===== src/hw/rtl/rope_pkg.sv =====
// Shared constants, types and the arctangent table of the rotary embedding block.
// No dependencies.
`timescale 1ns / 1ps

package rope_pkg;

	localparam int MAX_PAIRS = 64;
	localparam int IDX_W = $clog2(MAX_PAIRS);
	localparam int POS_BITS = 16;
	localparam int CORDIC_STAGES = 24;

	localparam int ANGLE_W = POS_BITS + 32;
	localparam int RED_STEPS = ANGLE_W - 34;
	localparam int Z_W = 35;
	localparam int XY_W = 34;

	localparam logic [34:0] TWO_PI_Q32 = 35'h6487ED511;
	localparam logic signed [Z_W-1:0] PI_Q30 = 35'sh0C90FDAA2;
	localparam logic signed [Z_W-1:0] HALF_PI_Q30 = 35'sh06487ED51;
	localparam logic signed [Z_W-1:0] TWO_PI_Q30 = 35'sh1921FB544;
	localparam logic signed [XY_W-1:0] INV_GAIN_Q30 = 34'sh026DD3B6A;

	typedef enum logic {
		ACT_LOAD = 1'b0,
		ACT_ROTATE = 1'b1
	} action_t;

	typedef struct packed {
		logic signed [31:0] xe;
		logic signed [31:0] xo;
	} pair_t;

	function automatic logic [31:0] atan_q30(input int i);
		logic [31:0] r;
		case (i)
			0: r = 32'h3243F6A8;
			1: r = 32'h1DAC6705;
			2: r = 32'h0FADBAFC;
			3: r = 32'h07F56EA6;
			4: r = 32'h03FEAB76;
			5: r = 32'h01FFD55B;
			6: r = 32'h00FFFAAA;
			7: r = 32'h007FFF55;
			8: r = 32'h003FFFEA;
			9: r = 32'h001FFFFD;
			10: r = 32'h000FFFFF;
			11: r = 32'h0007FFFF;
			12: r = 32'h0003FFFF;
			13: r = 32'h0001FFFF;
			14: r = 32'h0000FFFF;
			15: r = 32'h00007FFF;
			16: r = 32'h00003FFF;
			17: r = 32'h00001FFF;
			18: r = 32'h00000FFF;
			19: r = 32'h000007FF;
			20: r = 32'h000003FF;
			21: r = 32'h000001FF;
			22: r = 32'h000000FF;
			23: r = 32'h0000007F;
			24: r = 32'h0000003F;
			25: r = 32'h0000001F;
			26: r = 32'h0000000F;
			27: r = 32'h00000008;
			28: r = 32'h00000004;
			29: r = 32'h00000002;
			30: r = 32'h00000001;
			default: r = 32'h00000000;
		endcase
		return r;
	endfunction

endpackage


===== src/hw/rtl/rope_mem.sv =====
// Inverse-frequency table memory with one write port and one registered read port.
// Depends on rope_pkg.
`timescale 1ns / 1ps

module rope_mem (
	input  logic clk,
	input  logic adv,
	input  logic wr_en,
	input  logic [rope_pkg::IDX_W-1:0] wr_addr,
	input  logic [31:0] wr_data,
	input  logic [rope_pkg::IDX_W-1:0] rd_addr,
	output logic [31:0] rd_data
);

	logic [31:0] mem [rope_pkg::MAX_PAIRS];
	logic [31:0] rd_q;

	always_ff @(posedge clk) begin
		if (wr_en) begin
			mem[wr_addr] <= wr_data;
		end
		if (adv) begin
			rd_q <= mem[rd_addr];
		end
	end

	assign rd_data = rd_q;

endmodule


===== config.mk =====
export PLATFORM = sky130hd
export DESIGN_NAME = rope_mem
export DESIGN_NICKNAME = d
export VERILOG_FILES = /design/src/hw/rtl/rope_pkg.sv /design/src/hw/rtl/rope_mem.sv
export SDC_FILE = /design/constraint.sdc
export NUM_CORES = 2
export LEC_CHECK = 0
export ABC_AREA = 0
export BUFFER_PORTS_ARGS = -buffer_cell sky130_fd_sc_hd__buf_2
export CAP_MARGIN = 20
export CORE_MARGIN = 2
export CORE_UTILIZATION = 30
export DETAILED_ROUTE_END_ITERATION = 10
export PLACE_DENSITY = 0.49
export RECOVER_POWER = 100
export SETUP_SLACK_MARGIN = 0.2
export SKIP_CTS_REPAIR_TIMING = 1
export SLEW_MARGIN = 20
export SYNTH_ARGS = -nofsm -noshare
export SYNTH_HDL_FRONTEND = slang
export SYNTH_SLANG_ARGS = --single-unit

===== constraint.sdc =====
create_clock -name clk -period 5.4 [get_ports clk]
set_input_delay 1.08 -clock clk [delete_from_list [all_inputs] [get_ports clk]]
set_output_delay 1.08 -clock clk [all_outputs]
set_load 0.02 [all_outputs]

==> flow_summary.yaml <==
clock_tree:
  clk_pin_slew_ps: 60
  cts_buffer_depth: 3
  worstSkewPairLatency_ps: 850
  cts_buffers: 211
  clock-root-buffer: "clkbuf_16"
  clock_sinks: 2080
  cts_tree: "built"
  htreeDepth: 4
worst_setup_path:
  required_ps: 5860
  worst_setup_path_start_kind: "input pin"
  critPathKind: "input pin to flop"
  r2r_slack_ps: 2820
  reg2reg_to: "rd_data[1]"
  worstPathArrival_ps: 4900
  reg2reg_depth: 4
  reg2reg_from: "mem[15][1]"
  worstPathMaxFanout: 15
  crit_path_end_kind: "flop"
layout:
  final_area_sq_mm: 0.0911
  postLayoutCoreUtil_pct: 34.8
  area_growth_pct: 15.6
  fillers: 24179
  seqCellArea_sq_mm: 0.0625
  multiInputGateArea_sq_mm: 0.0157
  nets: 3700
  drive_gt1_share_pct: 25.8
routing:
  first_pass_iters: 5
  vias: 37323
  drtAntennaViolNets: 0
  wire_per_inst_microns: 31.0
  drc: 0
  wirelength_mm: 228
  drt_iter0_drc: 4554
  viasPerCell: 5.08
sta:
  layout_setup_ws_ps: 959
  max_freq_ghz: 0.225
  timing.setup.tns_ps: 0
  setup_viol: 0
  final_hold_viol_count: 0
  relSlewSlack_pct: -166
  period_needed_ps: 4440
  fin_skew_ps: 48.9
  drv_slew: 3562
  tightest_slew_ps: 4000
  rsz0062_at_grt: "false"
  fin_crit_sh_pct: 82.2
global_route:
  grt_pass1_wl_mm: 315
  grt_pass1_vias: 37867
  track_usage_pct: 17.0
  grt_max_degree: 69
  antenna_found_initial: 37
  overflow: 0
run_status:
  status: "finished, violations left"
  violations: "capacitance limit, slew limit"
synth:
  synthCells: 3324
  synth_area_leaders: "edfxtp_1, mux4_2, mux2i_1"
  yosysTopAreaCellShare_pct: 79.2
  synth_seq_cells: 2080
  synth_cell_types: 33
  syn_nets: 3371
  synthArstFlopShare_pct: 0
  synthesis.area_sq_mm: 0.0788
  synth_largest_area_cell: "edfxtp_1"
  synth_enable_flop_cells: 2080
  yosysWarnings: 0
  yosysSeqAreaShare_pct: 79.2
  synthFlopType: "edfxtp_1"
  syn_area_per_cell_sq_um: 23.7
floorplanning:
  start_util_pct: 30.1
  dieWidth_microns: 517
  die_h_microns: 517
  fp-row-count: 188
  pin_count: 79
  die_area_sq_mm: 0.267
  core_area_sq_mm: 0.262
hold_path:
  hold_class: "flop to flop"
  hold_path_depth: 4
  hold_path_startpoint: "mem[12][20]"
  min_to: "rd_data[20]"
placed_design:
  hpwl_mm: 134
  pre_cts_ws_ps: 773
  place.port_buffers: 78
  placed_area_sq_mm: 0.0852
  place_congestion: 0.778
power:
  power_switching_w: 0.00746
  switching_share_pct: 21.8
  p_int_w: 0.0267
  p_leak_nw: 27.6
  clkPwrFrac_pct: 42.0
  power.density_mw_per_mm2: 375
  max-vdd-ir-drop_uv: 373
  p_total_w: 0.0342
  p_comb_share_pct: 5.2
  power_frac_seq_pct: 52.8
flow_run:
  cap_violations: 98
## stage by stage
stage	hold slack, ps	std cells
2_1_floorplan	750	3324
3_3_place_gp	806	6953
6_report	852	7354
3_5_place_dp	826	6954
5_1_grt	824	7342
4_1_cts	607	7336
## registers in the layout, indices dropped and copies added, names as in the netlist
name,cells
mem,2048
rd_data,32
## worst max-delay path by stage
stage / start / to / depth (start not counted)
global placement: rd_addr[0] / rd_data[16] / 7
floorplan: wr_addr[3] / mem[48][0] / 4
finish: wr_addr[4] / mem[0][26] / 4
CTS: rd_addr[0] / rd_data[1] / 7
global route: wr_addr[2] / mem[57][5] / 5
detailed placement: rd_addr[0] / rd_data[16] / 7
## layout make-up
| class | instances | share of cell area [%] |
|---|---|---|
| flip-flops and latches | 2080 | 68.6 |
| multi-input cells | 1062 | 17.2 |
| clock buffers | 260 | 6.04 |
| well taps | 3515 | 4.83 |
| repair buffers | 298 | 1.99 |
| clock inverters | 122 | 1.32 |
| diodes | 17 | 0.0467 |
## kinds of logic after synthesis
family / count (synthesis) / synth area share [%]
buf+inv: 182 / 1.12
compound gates: 202 / 1.67
simple gates: 223 / 1.26
mux: 637 / 16.7
flops: 2080 / 79.2
## power groups by stage
stage                     Clock, W  Sequential [W]  Combinational [W]
after global routing        0.0153          0.0180            0.00188
after global placement           0          0.0183            0.00183
final                       0.0144          0.0180            0.00178
after detailed placement         0          0.0183            0.00184
after CTS                   0.0147          0.0180            0.00185
after floorplan                  0          0.0183           0.000870
## critical path: stages
cell and delay, ps:
clkbuf_1 180, or3_1 670, nor2_1 2110, clkbuf_1 790
## Yosys cell counts, types with 4 or more instances
| cell | count |
|---|---|
| nand2b_1 | 8 |
| nor3_1 | 7 |
| clkbuf_1 | 74 |
| o221ai_1 | 27 |
| nor2b_1 | 15 |
| buf_2 | 57 |
| buf_6 | 5 |
| o22ai_1 | 84 |
| a21oi_1 | 62 |
| buf_1 | 21 |
| nor2_1 | 137 |
| o32ai_1 | 4 |
| buf_4 | 25 |
| a311oi_1 | 8 |
| a41o_1 | 4 |
| a22oi_1 | 12 |
| nand3b_1 | 5 |
| nand3_1 | 5 |
| mux4_2 | 544 |
| and3_1 | 4 |
| nand2_1 | 26 |
| edfxtp_1 | 2080 |
| mux2i_1 | 93 |
## routing by layer
metal / wire, microns / GRT usage [%]
met5: 37 / 0
met4: 6390 / 4.47
met3: 13400 / 2.47
met2: 109000 / 27.7
met1: 98700 / 23.8
## cells in the final DEF, fill, tap and decap left out, types with 3 or more instances in the layout
cell type and count:
a21oi_1 62, a22oi_1 12, a311oi_1 8, a41o_1 4
and3_1 4, buf_12 19, buf_2 29, buf_4 83
buf_8 3, bufinv_16 19, clkbuf_1 210, clkbuf_16 213
clkinv_1 58, clkinv_16 3, clkinv_2 29, diode_2 17
edfxtp_1 2080, inv_16 5, mux2i_1 93, mux4_2 544
nand2_1 26, nand2b_1 7, nand3_1 5, nand3b_1 5
nor2_1 112, nor2_4 25, nor2b_1 15, nor3_1 7
o221ai_1 27, o22ai_1 84, o32ai_1 4, or3_1 3
or3b_1 3
(Power assumes the default switching activity.)
