--- src/hw/rtl/rope_pkg.sv ---
// Shared constants, types and the arctangent table of the rotary embedding block.
// No dependencies.
`timescale 1ns / 1ps

package rope_pkg;

	localparam int MAX_PAIRS = 64;
	localparam int IDX_W = $clog2(MAX_PAIRS);
	localparam int POS_BITS = 16;
	localparam int CORDIC_STAGES = 24;

	localparam int ANGLE_W = POS_BITS + 32;
	localparam int RED_STEPS = ANGLE_W - 34;
	localparam int Z_W = 35;
	localparam int XY_W = 34;

	localparam logic [34:0] TWO_PI_Q32 = 35'h6487ED511;
	localparam logic signed [Z_W-1:0] PI_Q30 = 35'sh0C90FDAA2;
	localparam logic signed [Z_W-1:0] HALF_PI_Q30 = 35'sh06487ED51;
	localparam logic signed [Z_W-1:0] TWO_PI_Q30 = 35'sh1921FB544;
	localparam logic signed [XY_W-1:0] INV_GAIN_Q30 = 34'sh026DD3B6A;

	typedef enum logic {
		ACT_LOAD = 1'b0,
		ACT_ROTATE = 1'b1
	} action_t;

	typedef struct packed {
		logic signed [31:0] xe;
		logic signed [31:0] xo;
	} pair_t;

	function automatic logic [31:0] atan_q30(input int i);
		logic [31:0] r;
		case (i)
			0: r = 32'h3243F6A8;
			1: r = 32'h1DAC6705;
			2: r = 32'h0FADBAFC;
			3: r = 32'h07F56EA6;
			4: r = 32'h03FEAB76;
			5: r = 32'h01FFD55B;
			6: r = 32'h00FFFAAA;
			7: r = 32'h007FFF55;
			8: r = 32'h003FFFEA;
			9: r = 32'h001FFFFD;
			10: r = 32'h000FFFFF;
			11: r = 32'h0007FFFF;
			12: r = 32'h0003FFFF;
			13: r = 32'h0001FFFF;
			14: r = 32'h0000FFFF;
			15: r = 32'h00007FFF;
			16: r = 32'h00003FFF;
			17: r = 32'h00001FFF;
			18: r = 32'h00000FFF;
			19: r = 32'h000007FF;
			20: r = 32'h000003FF;
			21: r = 32'h000001FF;
			22: r = 32'h000000FF;
			23: r = 32'h0000007F;
			24: r = 32'h0000003F;
			25: r = 32'h0000001F;
			26: r = 32'h0000000F;
			27: r = 32'h00000008;
			28: r = 32'h00000004;
			29: r = 32'h00000002;
			30: r = 32'h00000001;
			default: r = 32'h00000000;
		endcase
		return r;
	endfunction

endpackage

--- src/hw/rtl/rope_angle.sv ---
// Angle pipeline: position times table entry, reduction modulo two pi, quadrant fold.
// Depends on rope_pkg.
`timescale 1ns / 1ps

module rope_angle (
	input  logic clk,
	input  logic arst_n,
	input  logic adv,
	input  logic valid_i,
	input  logic [rope_pkg::POS_BITS-1:0] pos_i,
	input  logic [31:0] freq_i,
	input  rope_pkg::pair_t pair_i,
	output logic valid_o,
	output logic signed [rope_pkg::Z_W-1:0] z_o,
	output logic flip_o,
	output rope_pkg::pair_t pair_o
);

	localparam int N = rope_pkg::RED_STEPS;

	logic [rope_pkg::ANGLE_W-1:0] red_s [N+1];
	logic red_v_s [N+1];
	rope_pkg::pair_t red_p_s [N+1];

	logic signed [rope_pkg::Z_W-1:0] z_s1;
	logic f1_v_s1;
	rope_pkg::pair_t f1_p_s1;
	logic signed [rope_pkg::Z_W-1:0] z_s2;
	logic f2_v_s2;
	logic flip_s2;
	rope_pkg::pair_t f2_p_s2;

	logic signed [rope_pkg::Z_W-1:0] z_in;

	always_ff @(posedge clk or negedge arst_n) begin
		if (!arst_n) begin
			red_v_s[0] <= 1'b0;
		end else if (adv) begin
			red_v_s[0] <= valid_i;
		end
	end

	always_ff @(posedge clk) begin
		if (adv) begin
			red_s[0] <= rope_pkg::ANGLE_W'(pos_i) * rope_pkg::ANGLE_W'(freq_i);
			red_p_s[0] <= pair_i;
		end
	end

	for (genvar g = 0; g < N; g++) begin : g_red
		localparam logic [rope_pkg::ANGLE_W-1:0] SH =
			rope_pkg::ANGLE_W'(rope_pkg::TWO_PI_Q32) << (N - 1 - g);

		always_ff @(posedge clk or negedge arst_n) begin
			if (!arst_n) begin
				red_v_s[g+1] <= 1'b0;
			end else if (adv) begin
				red_v_s[g+1] <= red_v_s[g];
			end
		end

		always_ff @(posedge clk) begin
			if (adv) begin
				red_s[g+1] <= (red_s[g] >= SH) ? red_s[g] - SH : red_s[g];
				red_p_s[g+1] <= red_p_s[g];
			end
		end
	end

	assign z_in = $signed({2'b00, red_s[N][34:2]});

	always_ff @(posedge clk or negedge arst_n) begin
		if (!arst_n) begin
			f1_v_s1 <= 1'b0;
			f2_v_s2 <= 1'b0;
		end else if (adv) begin
			f1_v_s1 <= red_v_s[N];
			f2_v_s2 <= f1_v_s1;
		end
	end

	always_ff @(posedge clk) begin
		if (adv) begin
			z_s1 <= (z_in >= rope_pkg::PI_Q30) ? z_in - rope_pkg::TWO_PI_Q30 : z_in;
			f1_p_s1 <= red_p_s[N];
			if (z_s1 > rope_pkg::HALF_PI_Q30) begin
				z_s2 <= z_s1 - rope_pkg::PI_Q30;
				flip_s2 <= 1'b1;
			end else if (z_s1 < -rope_pkg::HALF_PI_Q30) begin
				z_s2 <= z_s1 + rope_pkg::PI_Q30;
				flip_s2 <= 1'b1;
			end else begin
				z_s2 <= z_s1;
				flip_s2 <= 1'b0;
			end
			f2_p_s2 <= f1_p_s1;
		end
	end

	assign valid_o = f2_v_s2;
	assign z_o = z_s2;
	assign flip_o = flip_s2;
	assign pair_o = f2_p_s2;

endmodule

--- config.mk ---
export PLATFORM = sky130hd
export DESIGN_NAME = rope_angle
export DESIGN_NICKNAME = d
export VERILOG_FILES = /design/src/hw/rtl/rope_pkg.sv /design/src/hw/rtl/rope_angle.sv
export SDC_FILE = /design/constraint.sdc
export NUM_CORES = 2
export LEC_CHECK = 0
export ABC_AREA = 1
export ABC_CLOCK_PERIOD_IN_PS = 2100
export BUFFER_PORTS_ARGS = -buffer_cell sky130_fd_sc_hd__clkbuf_2
export CELL_PAD_IN_SITES_DETAIL_PLACEMENT = 0
export CELL_PAD_IN_SITES_GLOBAL_PLACEMENT = 1
export CORE_ASPECT_RATIO = 1.75
export CORE_UTILIZATION = 50
export CTS_CLUSTER_SIZE = 40
export DETAILED_ROUTE_END_ITERATION = 12
export HOLD_SLACK_MARGIN = 0.06
export PLACE_DENSITY_LB_ADDON = 0.1
export SKIP_CTS_REPAIR_TIMING = 1
export SYNTH_ARGS = -nofsm -noshare
export SYNTH_HDL_FRONTEND = slang
export SYNTH_SLANG_ARGS = --single-unit
--- constraint.sdc ---
create_clock -name clk -period 2.1 [get_ports clk]
set_input_delay 0.21 -clock clk [delete_from_list [all_inputs] [get_ports clk]]
set_output_delay 0.21 -clock clk [all_outputs]
set_load 0.005 [all_outputs]
==> out/results.tsv <==
metric	value	unit
status	finished, violations left	
failing checks	negative setup slack	
Buffers & Inverters on Critical Path	6	
Initial Util	0.5043	
synth unique cells	64	
vias per cell	5.428	
commonest non-fill, non-tap cell in the layout	nand2_1	
Final Slew Violations	0	
startpoint types	input pin	
antenna violations before repair	14	
placed cell areas	130500	um^2
CP Depth	20	
vias in the first global route	94670	
top_reg_cell synth	edfxtp_1	
post-synthesis net count	12550	
FF+latch area	56370	um^2
post-synth top area cell	edfxtp_1	
fmax	210.9	MHz
CP Cell Sequence	buf_4, buf_12, nand2_1, inv_1, fa_1, fa_2, fa_1, fa_2, fa_2, inv_2, fa_1, inv_2, ha_4, a21oi_4, o21ai_2, buf_4, a21oi_4, o21a_1, nand2_2, xor2_1	
Mapped Area	108500	um^2
Crit-path slowest cell	fa_2	
detailed placement HPWL	291900	um
dpl ws	-3.666	ns
total net switching power	121.2	mW
Logic pwr share	0.655	
area occupied by multi-input gates	52830	um^2
Synth top area share	0.5157	
CTS tree	built	
Cell Pwr Density	1764	nW/um^2
FP Rows	225	
most frequent cells in the layout	nand2_1 (2,824), buf_4 (2,197), edfxtp_1 (1,863)	
crit path DAT	5.29	ns
Final Hold Fails	0	
first-pass GRT wire length	553100	um
sequential power share	0.221	
Die Y	618.2	um
Fillers	16010	
gpl congestion	1.026	
Post-synth EDFFs	1863	
register area share after synthesis	0.5197	
Slew @ Worst Pin	0.9031	ns
clock network power share	0.124	
aggregate global routing overflow	0	
routed vias	95790	
Buffers on Ports	216	
crit path time final	4.741	ns
CP Class	in2reg	
Slew headroom	0.3916	
WP data required	2.65	ns
Hold Path Stages	2	
nets@finish	15350	
worst-path fanout max	5	
GRT Util Overall	0.3376	
H-tree Lvls	4	
DRT Wirelength	404800	um
share of cells above drive strength 1	0.3359	
DR iter-0 viols	7318	
pin count of the biggest net entering global routing	119	
synth top area cells	edfxtp_1 (52%), nand2_1 (12%), fa_1 (7.7%), inv_1 (6.4%), nor2_1 (3.7%)	
reg2reg setup slack	-0.55	ns
Clock Skews	0.1105	ns
clock root buffer	clkbuf_16	
cell-internal power	144.2	mW
core area	215100	um^2
DR pass1 iterations	9	
worst setup margin	-2.641	ns
die area	218900	um^2
Sink Count	1880	
# DRC	0	
RSZ-0062 raised after global routing	yes	
Post-Syn Instances	11870	
CTS Buf Count	175	
Die W	354.1	um
area grow syn2layout	38.69	%
period utilisation layout	2.257	
Worst IR Drop VDD	5604	uV
Finish-stage setup viols	549	
Synth Register Bits	1880	
Reg2Reg Depth	13	
Syn Area/Cell	9.136	um^2
switching share of power	0.4566	
I/O pin total	217	
delay-heaviest family, CP	adder cells	
clock latency on the worst-skew pair	0.89	ns
Critical Path End Type	flip-flop	
synth warn	0	
clock buffer depth	4	
Worst-path clk slew	0.07	ns
max incr delay on CP	0.63	ns
final instance area	150400	um^2
Hold Crit Class	in2reg	
Pleak	67.50	nW
asr flop ratio synth	0.009043	
Max Cap Viol	0	
final core utilization	0.6995	
drt wl/cell	22.93	um
antenna-violating nets left	0	
==> registers in the layout (all words and copies together) (netlist names) <==
register and count:
f1_p_s1 64, z_s1 34, pair_o 64, z_o 35, red_s 705, red_p_s 960, valid_o 1, f1_v_s1 1
red_v_s 15, flip_o 1
==> final cells by class <==
| class | count | share of cell area |
|---|---|---|
| diodes | 9 | 0.0001497 |
| well taps | 2837 | 0.02359 |
| flip-flops and latches | 1880 | 0.3747 |
| inverters | 1895 | 0.04793 |
| repair buffers | 2872 | 0.1646 |
| repair inverters | 1 | 0.0001081 |
| clock inverters | 106 | 0.007543 |
| multi-input cells | 7846 | 0.3512 |
| clock buffers | 203 | 0.03022 |
==> path summary, 6_finish.rpt <==
path                                  endpoint            from
worst min-delay path            red_p_s[0][41]      pair_i[41]
max in group asynchronous          red_v_s[11]          arst_n
worst min register to register  red_p_s[3][40]  red_p_s[2][40]
worst max-delay path              red_s[0][32]       pos_i[13]
min in group asynchronous              valid_o          arst_n
worst max register to register     red_s[8][8]    red_s[7][15]
==> cell families (layout without fill, tap and decap cells) <==
family,Yosys count,count (layout),share of synthesized area
adders and majority gates,561,561,0.09364
buffers and inverters,2150,5077,0.07935
and+or+nand+nor,5911,5913,0.2290
other,0,9,0
muxes,1,1,0.0001038
AOI/OAI and AO/OA,1037,1038,0.05119
DFF,1880,1880,0.5197
xor gates and xnor gates,333,333,0.02703
==> cell usage after synthesis, types with 51 or more instances <==
| library cell | n |
|---|---|
| nor2_1 | 1065 |
| nand3_1 | 699 |
| a21oi_1 | 403 |
| inv_1 | 1840 |
| inv_2 | 51 |
| o21ai_0 | 406 |
| xor2_1 | 281 |
| nor3_1 | 196 |
| clkbuf_1 | 125 |
| nand4_1 | 207 |
| o21ai_1 | 82 |
| nand3b_1 | 64 |
| fa_1 | 418 |
| ha_1 | 143 |
| edfxtp_1 | 1863 |
| nand2_1 | 3492 |
==> worst reg2reg max path: stages (launching register included) <==
cell and delay, ns:
edfxtp_1 0.50, inv_1 0.13, buf_4 0.14, nand3_1 0.20, nor2_4 0.18, nand4_1 0.11
nand2_2 0.12, nand2_2 0.07, nand3_4 0.15, buf_6 0.14, buf_6 0.10, buf_6 0.10
nand2_4 0.06, xnor2_4 0.36
==> power by group through the flow <==
stage	Sequential (mW)	Clock [mW]	Combinational (mW)
global route	58.9	34.5	185
floorplan	56.6	0	76.9
finish	58.6	33.0	174
detailed placement	58.6	0	140
global placement	58.6	0	139
CTS	58.1	33.2	141
==> routing by layer <==
layer	share of wire	vias up	track usage
li1	-	44060	-
met1	0.30	45860	0.3077
met2	0.53	3933	0.6474
met3	0.049	1919	0.04147
met4	0.11	18	0.2942
met5	0.00035	-	0
==> metrics by stage <==
stage          TNS, ns  instances  hold WS (ns)  power, mW
2_1_floorplan  -111.82      11870      -0.08559      133.5
3_3_place_gp   -261.84      16880        0.1695      197.3
3_5_place_dp   -263.53      16880        0.1760      198.5
4_1_cts        -248.02      17190       -0.7254      232.0
5_1_grt        -242.75      17650       0.04025      278.7
6_report       -187.31      17650       0.05184      265.4
Power figures use the tool's default switching activity.
